===== src/rtl/rgmc_pkg.sv =====
// Shared types and codes for the relay guard with minimum cycle times.
package rgmc_pkg;

    // Input commands
    localparam logic [1:0] CMD_TICK    = 2'd0;
    localparam logic [1:0] CMD_REQUEST = 2'd1;
    localparam logic [1:0] CMD_FORCE   = 2'd2;
    localparam logic [1:0] CMD_SAMPLE  = 2'd3;

    // Reject reasons
    localparam logic [2:0] RSN_NONE     = 3'd0;
    localparam logic [2:0] RSN_FAILSAFE = 3'd1;
    localparam logic [2:0] RSN_COOLDOWN = 3'd2;
    localparam logic [2:0] RSN_CEILING  = 3'd3;
    localparam logic [2:0] RSN_STALE    = 3'd4;

    // Heater trip codes
    localparam logic [1:0] TRIP_NONE     = 2'd0;
    localparam logic [1:0] TRIP_MAX_ON   = 2'd1;
    localparam logic [1:0] TRIP_OVERTEMP = 2'd2;

    // Configuration register indexes
    localparam logic [2:0] REG_MIN_ON    = 3'd0;
    localparam logic [2:0] REG_MIN_OFF   = 3'd1;
    localparam logic [2:0] REG_MAX_ON    = 3'd2;
    localparam logic [2:0] REG_COOLDOWN  = 3'd3;
    localparam logic [2:0] REG_CEILING   = 3'd4;
    localparam logic [2:0] REG_STALE     = 3'd5;

    localparam int CFG_DATA_W = 64;
    localparam int CFG_IDX_W  = 3;

    // Reset values of the configuration registers
    localparam logic [31:0]        RST_MAX_ON   = 32'd600000;
    localparam logic [31:0]        RST_COOLDOWN = 32'd300000;
    localparam logic signed [14:0] RST_CEILING  = 15'sd3500;
    localparam logic [31:0]        RST_STALE    = 32'd30000;

    typedef struct packed {
        logic [63:0]        min_on;
        logic [63:0]        min_off;
        logic [31:0]        max_on;
        logic [31:0]        cooldown;
        logic signed [14:0] ceiling;
        logic [31:0]        stale;
    } t_cfg;

    typedef struct packed {
        logic [1:0]         command;
        logic [1:0]         channel;
        logic               want_on;
        logic               failsafe_active;
        logic               temp_valid;
        logic signed [14:0] temperature;
    } t_item;

    typedef struct packed {
        logic [3:0] relay_on;
        logic       accepted;
        logic [2:0] reject_reason;
        logic [1:0] heater_trip;
        logic       relays_changed;
    } t_result;

endpackage


===== src/rtl/rgmc_cfg.sv =====
// Configuration register file of the relay guard.
module rgmc_cfg
    import rgmc_pkg::*;
(
    input  logic                  i_clk,
    input  logic                  i_rst_n,
    input  logic                  i_cfg_we,
    input  logic [CFG_IDX_W-1:0]  i_cfg_index,
    input  logic [CFG_DATA_W-1:0] i_cfg_data,
    output t_cfg                  o_cfg
);

    t_cfg r_cfg;

    // Write the addressed register; ignore indexes beyond the list
    always_ff @(posedge i_clk) begin
        if (!i_rst_n) begin
            r_cfg.min_on   <= '0;
            r_cfg.min_off  <= '0;
            r_cfg.max_on   <= RST_MAX_ON;
            r_cfg.cooldown <= RST_COOLDOWN;
            r_cfg.ceiling  <= RST_CEILING;
            r_cfg.stale    <= RST_STALE;
        end else if (i_cfg_we) begin
            case (i_cfg_index)
                REG_MIN_ON:   r_cfg.min_on   <= i_cfg_data;
                REG_MIN_OFF:  r_cfg.min_off  <= i_cfg_data;
                REG_MAX_ON:   r_cfg.max_on   <= i_cfg_data[31:0];
                REG_COOLDOWN: r_cfg.cooldown <= i_cfg_data[31:0];
                REG_CEILING:  r_cfg.ceiling  <= $signed(i_cfg_data[14:0]);
                REG_STALE:    r_cfg.stale    <= i_cfg_data[31:0];
                default: begin
                end
            endcase
        end
    end

    assign o_cfg = r_cfg;

endmodule


===== src/rtl/rgmc_core.sv =====
// Relay state, timing records and the single-pass update for one item.
module rgmc_core
    import rgmc_pkg::*;
#(
    parameter int CHANNELS       = 4,
    parameter int HEATER_CHANNEL = 2
) (
    input  logic    i_clk,
    input  logic    i_rst_n,
    input  t_cfg    i_cfg,
    input  logic    i_go,
    input  t_item   i_item,
    output t_result o_res
);

    localparam bit HEATER_EN = (HEATER_CHANNEL < CHANNELS);
    localparam int HIDX      = HEATER_EN ? HEATER_CHANNEL : 0;
    localparam int PADW      = (CHANNELS < 4) ? 4 : CHANNELS;

    logic [31:0]         r_time, n_time;
    logic [CHANNELS-1:0] r_req, n_req;
    logic [CHANNELS-1:0] r_act, n_act;
    logic [31:0]         r_last_on  [CHANNELS];
    logic [31:0]         n_last_on  [CHANNELS];
    logic [31:0]         r_last_off [CHANNELS];
    logic [31:0]         n_last_off [CHANNELS];
    logic [31:0]         r_cool, n_cool;
    logic signed [14:0]  r_temp, n_temp;
    logic                r_temp_valid, n_temp_valid;
    logic [31:0]         r_temp_time, n_temp_time;

    logic [31:0]         time_tick;
    logic                too_hot;
    logic                ch_present;
    logic                heater_on_req;
    logic [PADW-1:0]     act_pad;
    t_result             res;

    assign time_tick     = r_time + 32'd1;
    assign too_hot       = r_temp_valid && ($signed(r_temp) >= $signed(i_cfg.ceiling));
    assign ch_present    = int'(i_item.channel) < CHANNELS;
    assign heater_on_req = HEATER_EN && (int'(i_item.channel) == HEATER_CHANNEL)
                           && i_item.want_on;

    // Work out the next state and the result of the current item
    always_comb begin
        n_time       = r_time;
        n_req        = r_req;
        n_act        = r_act;
        n_last_on    = r_last_on;
        n_last_off   = r_last_off;
        n_cool       = r_cool;
        n_temp       = r_temp;
        n_temp_valid = r_temp_valid;
        n_temp_time  = r_temp_time;

        res.relay_on       = '0;
        res.accepted       = 1'b1;
        res.reject_reason  = RSN_NONE;
        res.heater_trip    = TRIP_NONE;
        res.relays_changed = 1'b0;

        case (i_item.command)
            CMD_TICK: begin
                n_time = time_tick;
                // Move each relay whose minimum dwell has passed
                for (int i = 0; i < CHANNELS; i++) begin
                    if (r_req[i] != r_act[i]) begin
                        if (r_req[i]) begin
                            if (32'(time_tick - r_last_off[i]) >=
                                {16'd0, i_cfg.min_off[16*(i%4) +: 16]}) begin
                                n_act[i]           = 1'b1;
                                n_last_on[i]       = time_tick;
                                res.relays_changed = 1'b1;
                            end
                        end else begin
                            if (32'(time_tick - r_last_on[i]) >=
                                {16'd0, i_cfg.min_on[16*(i%4) +: 16]}) begin
                                n_act[i]           = 1'b0;
                                n_last_off[i]      = time_tick;
                                res.relays_changed = 1'b1;
                            end
                        end
                    end
                end
                // Heater guard: max on time first, then over-temperature
                if (HEATER_EN && n_act[HIDX]) begin
                    if (32'(time_tick - n_last_on[HIDX]) >= i_cfg.max_on) begin
                        n_cool             = time_tick + i_cfg.cooldown;
                        n_req[HIDX]        = 1'b0;
                        n_act[HIDX]        = 1'b0;
                        n_last_off[HIDX]   = time_tick;
                        res.relays_changed = 1'b1;
                        res.heater_trip    = TRIP_MAX_ON;
                    end else if (too_hot) begin
                        n_req[HIDX]        = 1'b0;
                        n_act[HIDX]        = 1'b0;
                        n_last_off[HIDX]   = time_tick;
                        res.relays_changed = 1'b1;
                        res.heater_trip    = TRIP_OVERTEMP;
                    end
                end
            end
            CMD_REQUEST: begin
                if (!ch_present) begin
                    res.accepted = 1'b0;
                end else if (i_item.failsafe_active) begin
                    res.accepted      = 1'b0;
                    res.reject_reason = RSN_FAILSAFE;
                end else if (heater_on_req && (r_cool != 32'd0) && (r_time < r_cool)) begin
                    res.accepted      = 1'b0;
                    res.reject_reason = RSN_COOLDOWN;
                end else if (heater_on_req && too_hot) begin
                    res.accepted      = 1'b0;
                    res.reject_reason = RSN_CEILING;
                end else if (heater_on_req &&
                             (32'(r_time - r_temp_time) > i_cfg.stale)) begin
                    res.accepted      = 1'b0;
                    res.reject_reason = RSN_STALE;
                end else begin
                    for (int i = 0; i < CHANNELS; i++) begin
                        if (int'(i_item.channel) == i) begin
                            n_req[i] = i_item.want_on;
                        end
                    end
                end
            end
            CMD_FORCE: begin
                // Set requested and actual state at once
                for (int i = 0; i < CHANNELS; i++) begin
                    if (int'(i_item.channel) == i) begin
                        n_req[i] = i_item.want_on;
                        if (r_act[i] != i_item.want_on) begin
                            n_act[i]           = i_item.want_on;
                            res.relays_changed = 1'b1;
                            if (i_item.want_on) begin
                                n_last_on[i] = r_time;
                            end else begin
                                n_last_off[i] = r_time;
                            end
                        end
                    end
                end
            end
            default: begin
                // Temperature sample
                if (i_item.temp_valid) begin
                    n_temp       = i_item.temperature;
                    n_temp_valid = 1'b1;
                    n_temp_time  = r_time;
                end else begin
                    n_temp_valid = 1'b0;
                end
            end
        endcase

        act_pad      = PADW'(n_act);
        res.relay_on = act_pad[3:0];
    end

    // Commit state on each processed item
    always_ff @(posedge i_clk) begin
        if (!i_rst_n) begin
            r_time       <= '0;
            r_req        <= '0;
            r_act        <= '0;
            r_cool       <= '0;
            r_temp       <= '0;
            r_temp_valid <= 1'b0;
            r_temp_time  <= '0;
            for (int i = 0; i < CHANNELS; i++) begin
                r_last_on[i]  <= '0;
                r_last_off[i] <= '0;
            end
        end else if (i_go) begin
            r_time       <= n_time;
            r_req        <= n_req;
            r_act        <= n_act;
            r_cool       <= n_cool;
            r_temp       <= n_temp;
            r_temp_valid <= n_temp_valid;
            r_temp_time  <= n_temp_time;
            r_last_on    <= n_last_on;
            r_last_off   <= n_last_off;
        end
    end

    assign o_res = res;

    // Time advances only on a processed tick
    a_time_tick: assert property (@(posedge i_clk) disable iff (!i_rst_n)
        (i_go && i_item.command == CMD_TICK) |=> (r_time == $past(r_time) + 32'd1))
        else $error("time counter did not advance on tick");

    a_time_hold: assert property (@(posedge i_clk) disable iff (!i_rst_n)
        !(i_go && i_item.command == CMD_TICK) |=> $stable(r_time))
        else $error("time counter moved without a tick");

    // A max-on trip always arms a cooldown deadline
    a_cool_arm: assert property (@(posedge i_clk) disable iff (!i_rst_n)
        (i_go && res.heater_trip == TRIP_MAX_ON) |=>
            (r_cool == $past(time_tick) + $past(i_cfg.cooldown)))
        else $error("cooldown deadline not set on max-on trip");

endmodule


===== src/rtl/relay_guard_min_cycle_heater_safety.sv =====
// Top level of the relay guard: input register, core update and result register.
//
// Supervises CHANNELS relays with minimum on/off dwell times and a heater guard
// (max on time with cooldown, temperature ceiling, stale-sample refusal). The
// block takes one item per clock cycle when not stalled and returns exactly one
// result per item. The item is held in the input register, then the whole update
// is a single combinational pass that writes the relay state and the result
// register together, so the result is valid after the input register and the
// result register. Throughput is one item per cycle while the result channel is
// not stalled; the input register and the result register part the two channels,
// so a stalled result holds one item while one more waits at input.
// Configuration writes take effect on the next cycle and belong in idle time.
module relay_guard_min_cycle_heater_safety
    import rgmc_pkg::*;
#(
    parameter int CHANNELS       = 4,
    parameter int HEATER_CHANNEL = 2
) (
    input  logic                  i_clk,
    input  logic                  i_rst_n,
    // configuration port
    input  logic                  i_cfg_we,
    input  logic [CFG_IDX_W-1:0]  i_cfg_index,
    input  logic [CFG_DATA_W-1:0] i_cfg_data,
    // input channel
    input  logic                  i_in_valid,
    output logic                  o_in_stall,
    input  logic [1:0]            i_command,
    input  logic [1:0]            i_channel,
    input  logic                  i_want_on,
    input  logic                  i_failsafe_active,
    input  logic                  i_temp_valid,
    input  logic signed [14:0]    i_temperature,
    // result channel
    output logic                  o_out_valid,
    input  logic                  i_out_stall,
    output logic [3:0]            o_relay_on,
    output logic                  o_accepted,
    output logic [2:0]            o_reject_reason,
    output logic [1:0]            o_heater_trip,
    output logic                  o_relays_changed
);

    t_cfg    cfg;
    t_item   r_item;
    logic    r_in_valid;
    t_result core_res;
    t_result r_res;
    logic    r_out_valid;
    logic    advance;
    logic    in_xfer;

    // Process the held item when the result register is free or draining
    assign advance    = r_in_valid && (!r_out_valid || !i_out_stall);
    assign o_in_stall = r_in_valid && !advance;
    assign in_xfer    = i_in_valid && !o_in_stall;

    rgmc_cfg u_cfg (
        .i_clk       (i_clk),
        .i_rst_n     (i_rst_n),
        .i_cfg_we    (i_cfg_we),
        .i_cfg_index (i_cfg_index),
        .i_cfg_data  (i_cfg_data),
        .o_cfg       (cfg)
    );

    rgmc_core #(
        .CHANNELS       (CHANNELS),
        .HEATER_CHANNEL (HEATER_CHANNEL)
    ) u_core (
        .i_clk   (i_clk),
        .i_rst_n (i_rst_n),
        .i_cfg   (cfg),
        .i_go    (advance),
        .i_item  (r_item),
        .o_res   (core_res)
    );

    // Capture an input transfer
    always_ff @(posedge i_clk) begin
        if (!i_rst_n) begin
            r_in_valid <= 1'b0;
        end else if (in_xfer) begin
            r_in_valid <= 1'b1;
        end else if (advance) begin
            r_in_valid <= 1'b0;
        end
    end

    always_ff @(posedge i_clk) begin
        if (in_xfer) begin
            r_item.command         <= i_command;
            r_item.channel         <= i_channel;
            r_item.want_on         <= i_want_on;
            r_item.failsafe_active <= i_failsafe_active;
            r_item.temp_valid      <= i_temp_valid;
            r_item.temperature     <= i_temperature;
        end
    end

    // Load the result register; drop valid once the result is taken
    always_ff @(posedge i_clk) begin
        if (!i_rst_n) begin
            r_out_valid <= 1'b0;
        end else if (advance) begin
            r_out_valid <= 1'b1;
        end else if (!i_out_stall) begin
            r_out_valid <= 1'b0;
        end
    end

    always_ff @(posedge i_clk) begin
        if (advance) begin
            r_res <= core_res;
        end
    end

    assign o_out_valid      = r_out_valid;
    assign o_relay_on       = r_res.relay_on;
    assign o_accepted       = r_res.accepted;
    assign o_reject_reason  = r_res.reject_reason;
    assign o_heater_trip    = r_res.heater_trip;
    assign o_relays_changed = r_res.relays_changed;

    // A reject reason always comes with a refused request
    a_reason_refused: assert property (@(posedge i_clk) disable iff (!i_rst_n)
        (o_out_valid && o_reject_reason != RSN_NONE) |-> !o_accepted)
        else $error("reject reason on an accepted item");

    // A heater trip always turns a relay off
    a_trip_change: assert property (@(posedge i_clk) disable iff (!i_rst_n)
        (o_out_valid && o_heater_trip != TRIP_NONE) |-> (o_relays_changed && o_accepted))
        else $error("heater trip without a relay change");

    // A processed item always shows up as a valid result next cycle
    a_result_loaded: assert property (@(posedge i_clk) disable iff (!i_rst_n)
        advance |=> o_out_valid)
        else $error("processed item lost before the result register");

    // Input is stalled only while an item is held
    a_stall_held: assert property (@(posedge i_clk) disable iff (!i_rst_n)
        o_in_stall |-> (r_in_valid && r_out_valid && i_out_stall))
        else $error("input stalled with a free pipeline");

endmodule

===== config.mk =====
export PLATFORM = sky130hd
export DESIGN_NAME = relay_guard_min_cycle_heater_safety
export DESIGN_NICKNAME = d
export VERILOG_FILES = /design/src/rtl/rgmc_pkg.sv /design/src/rtl/rgmc_cfg.sv /design/src/rtl/rgmc_core.sv /design/src/rtl/relay_guard_min_cycle_heater_safety.sv
export SDC_FILE = /design/constraint.sdc
export NUM_CORES = 2
export LEC_CHECK = 0
export ABC_AREA = 1
export ABC_CLOCK_PERIOD_IN_PS = 9800
export BUFFER_PORTS_ARGS = -buffer_cell sky130_fd_sc_hd__buf_2
export CELL_PAD_IN_SITES_DETAIL_PLACEMENT = 1
export CELL_PAD_IN_SITES_GLOBAL_PLACEMENT = 2
export CORE_ASPECT_RATIO = 0.6
export CORE_MARGIN = 3
export CORE_UTILIZATION = 36
export DETAILED_ROUTE_END_ITERATION = 16
export PLACE_DENSITY = 0.87
export SYNTH_ARGS = -nofsm -noshare
export SYNTH_HDL_FRONTEND = slang
export SYNTH_HIERARCHICAL = 1
export SYNTH_SLANG_ARGS = --single-unit

===== constraint.sdc =====
create_clock -name i_clk -period 9.8 [get_ports i_clk]
set_input_delay 1.96 -clock i_clk [delete_from_list [all_inputs] [get_ports i_clk]]
set_output_delay 1.96 -clock i_clk [all_outputs]
set_load 0.005 [all_outputs]

==> out/qor.csv <==
metric,value,unit
status,"complete, no violations",
yosysWarnings,6,
final_cell_mix,"nand2_1 (1640), inv_1 (1258), nor2_1 (1032), a21oi_1 (755), dfxtp_1 (614)",
timing.final.ws_setup,489,ps
worst_path_most_repeated_cell,nand2_1,
peakVddDrop,128,µV
fin_skew,57.0,ps
hold-worst-slack,457,ps
gr-total-overflow,0,
pre_cts_slack,-15.7,ps
port_buffers,106,
min_path_type,reg -> reg,
path_clk_slew,60,ps
h-tree-depth,3,
area_delta_synth_final,11.8,%
reg2reg_slack,490,ps
grt_pass1_wl,374000,µm
grt_antenna_before_repair,35,
clockRootBuffer,clkbuf_16,
clock_latency,710,ps
tns,0,ps
synth_adder_area_share,14.2,%
register_area,13300,µm²
clk_path_buf_depth,3,
critPathRequiredTime,10230,ps
hold_start,u_core/r_temp[5]$_SDFFE_PN0P_,
slew_headroom,15.0,%
yosysUniqueCellTypes,64,
ctsHoldBuffers,0,
yosys.area_share.simple,27.5,%
regToRegStartpoint,u_core/r_time[0]$_SDFFE_PN0P_,
syn_avg_cell_area,6.45,µm²
finalCriticalPeriod,9310,ps
power_density,172,nW/µm²
hold_path_depth,2,
holdPathEnd,u_core/r_temp[5]$_SDFFE_PN0P_,
via_per_inst,5.61,
path_max_fanout,27,
wire_per_inst,25.1,µm
asyncSetResetFlopFracSynth,0,%
finalMaxSlewViolations,0,
place.gp.congestion,0.998,
r2r_cells,57,
synth_compound_area_share,16.8,%
firstDrtPassIters,6,
synth_top_family_by_area,simple AND/OR/NAND/NOR gates,
postSynthCellCount,8195,
cp-start-kind,register,
finalWirelength,259000,µm
finalSetupViolations,0,
leakagePower,0.0292,µW
multi_input_area,34000,µm²
arrival,9750,ps
synth-xor-area-share,5.00,%
clock-sinks,650,
row_count,108,
die_h,303,µm
grt_pass1_vias,55000,
start_util,36.4,%
synth-main-ff-cell,dfxtp_1,
dp_hpwl,199000,µm
ys_seq_area_share,25.2,%
crit_type,reg -> reg,
final_common_cell,nand2_1,
end_kind,register,
worstMarginPinSlew,1280,ps
synthMuxAreaShare,0,%
num_vias,57800,
core,145000,µm²
dieWidth,501,µm
reg2reg_to,o_relays_changed$_DFFE_PP_,
ys_ff_latch,650,
timing.final.crit_share,95.0,%
max_freq,0.107,GHz
grtUsageTotal,33.2,%
critPathSlowestCell,ha_1,
drt_iter0_drc,6836,
grt_max_degree,171,
drv_cap,0,
max_stage_delay,410,ps
ant_nets,0,
tritoncts,done,
cts_buffers,77,
synth_edf_count,33,
finalHoldViolations,0,
dieArea,152000,µm²
num_io_pins,107,
syn_area,52900,µm²
nNetsFinal,8982,
syn-num-nets,8883,
fill_cells,19000,
drive_gt1_share,6.41,%
route.detailed.drc,0,
[worst max-delay path: cells and delay by family, from the launching register on]
kind	cells	cell delay (ps)
AO/OA/AOI/OAI	6	1170
XOR/XNOR	2	560
adder cells (fa/ha/maj)	4	1320
buffers and inverters	8	1070
flip-flops	1	370
AND/OR/NAND/NOR	37	4540
[Yosys cell counts (48+ instances only)]
cell type	n	area [µm²]
nand2_1	1645	6170
inv_1	1259	4730
nor2_1	1045	3920
a21oi_1	759	3800
dfxtp_1	617	12400
ha_1	583	7290
o21ai_0	562	2810
nand3_1	510	2550
xor2_1	202	1770
clkbuf_1	126	473
xnor2_1	96	841
nand4_1	91	569
buf_2	79	395
nor3_1	77	385
a31oi_1	62	388
o21ai_1	48	240
[flip-flops by register name (all words and copies together), names as in the netlist, 15 cells and up]
register	cells
u_core/r_temp_time	32
r_item	22
u_core/r_last_on	128
u_core/r_temp	15
u_core/r_cool	32
u_core/r_last_off	128
u_core/r_time	32
u_cfg/o_cfg	239
[through the flow]
step | instances | cell area [µm²] | utilization (%) | total power [µW]
finish | 10300 | 59100 | 40.7 | 10200
global route | 10300 | 59100 | 40.7 | 10800
CTS | 10300 | 58800 | 40.5 | 10100
detailed placement | 10100 | 56000 | 38.6 | 6820
global placement | 10100 | 56000 | 38.6 | 6690
floorplan | 8195 | 52900 | - | 5550
[worst max-delay path by stage]
| stage | cells after the start | slack (ps) | end | startpoint |
|---|---|---|---|---|
| after global routing | 59 | -30 | o_relays_changed$_DFFE_PP_ | u_core/r_time[0]$_SDFFE_PN0P_ |
| after CTS | 60 | 40 | u_core/r_last_off[59]$_SDFFE_PN0P_ | u_core/r_time[1]$_SDFFE_PN0P_ |
| after floorplan | 66 | 1230 | u_core/r_last_off[60]$_SDFFE_PN0P_ | u_core/r_time[0]$_SDFFE_PN0P_ |
| after global placement | 56 | 420 | o_relays_changed$_DFFE_PP_ | u_core/r_time[0]$_SDFFE_PN0P_ |
| final | 57 | 490 | o_relays_changed$_DFFE_PP_ | u_core/r_time[0]$_SDFFE_PN0P_ |
| after detailed placement | 60 | -20 | u_core/r_last_off[47]$_SDFFE_PN0P_ | u_core/r_time[0]$_SDFFE_PN0P_ |
[area by class of cell]
cell class,count,area share [%]
Inverter,1266,8.04
Clock buffer,104,3.67
Antenna cell,13,0.0550
Multi-Input combinational cell,6033,57.5
Sequential cell,650,22.6
Clock inverter,37,0.942
Tap cell,1925,4.07
Timing Repair Buffer,266,3.11
[logic make-up (layout without fill, tap and decap cells)]
group,Yosys count,after routing
simple gates,3495,3495
flops,650,650
fa+ha+maj,594,594
compound gates,1644,1644
other cells,0,13
xor+xnor,300,300
buf+inv,1512,1673
[repair_timing]
item	CTS	global route
endpoints found under the setup margin	33	70
buffers inserted	0	11
resized for setup	2	59
pin swaps	0	12
gates cloned	0	1
[power by group]
part           internal (µW)  switching [µW]  leakage [µW]  total, µW
logic                   1360            2750        0.0226       4110
registers               2760            55.8       0.00533       2820
clock network           1860            1360       0.00132       3220
[routing by layer]
metal / GRT usage [%] / share of wire [%] / up-vias
li1: - / - / 26900
met2: 44.2 / 37 / 2393
met3: 7.41 / 11 / 333
met4: 7.69 / 2.4 / 4
met5: 0.845 / 0.073 / -
met1: 52.4 / 50 / 28200
(Power assumes the default switching activity.)
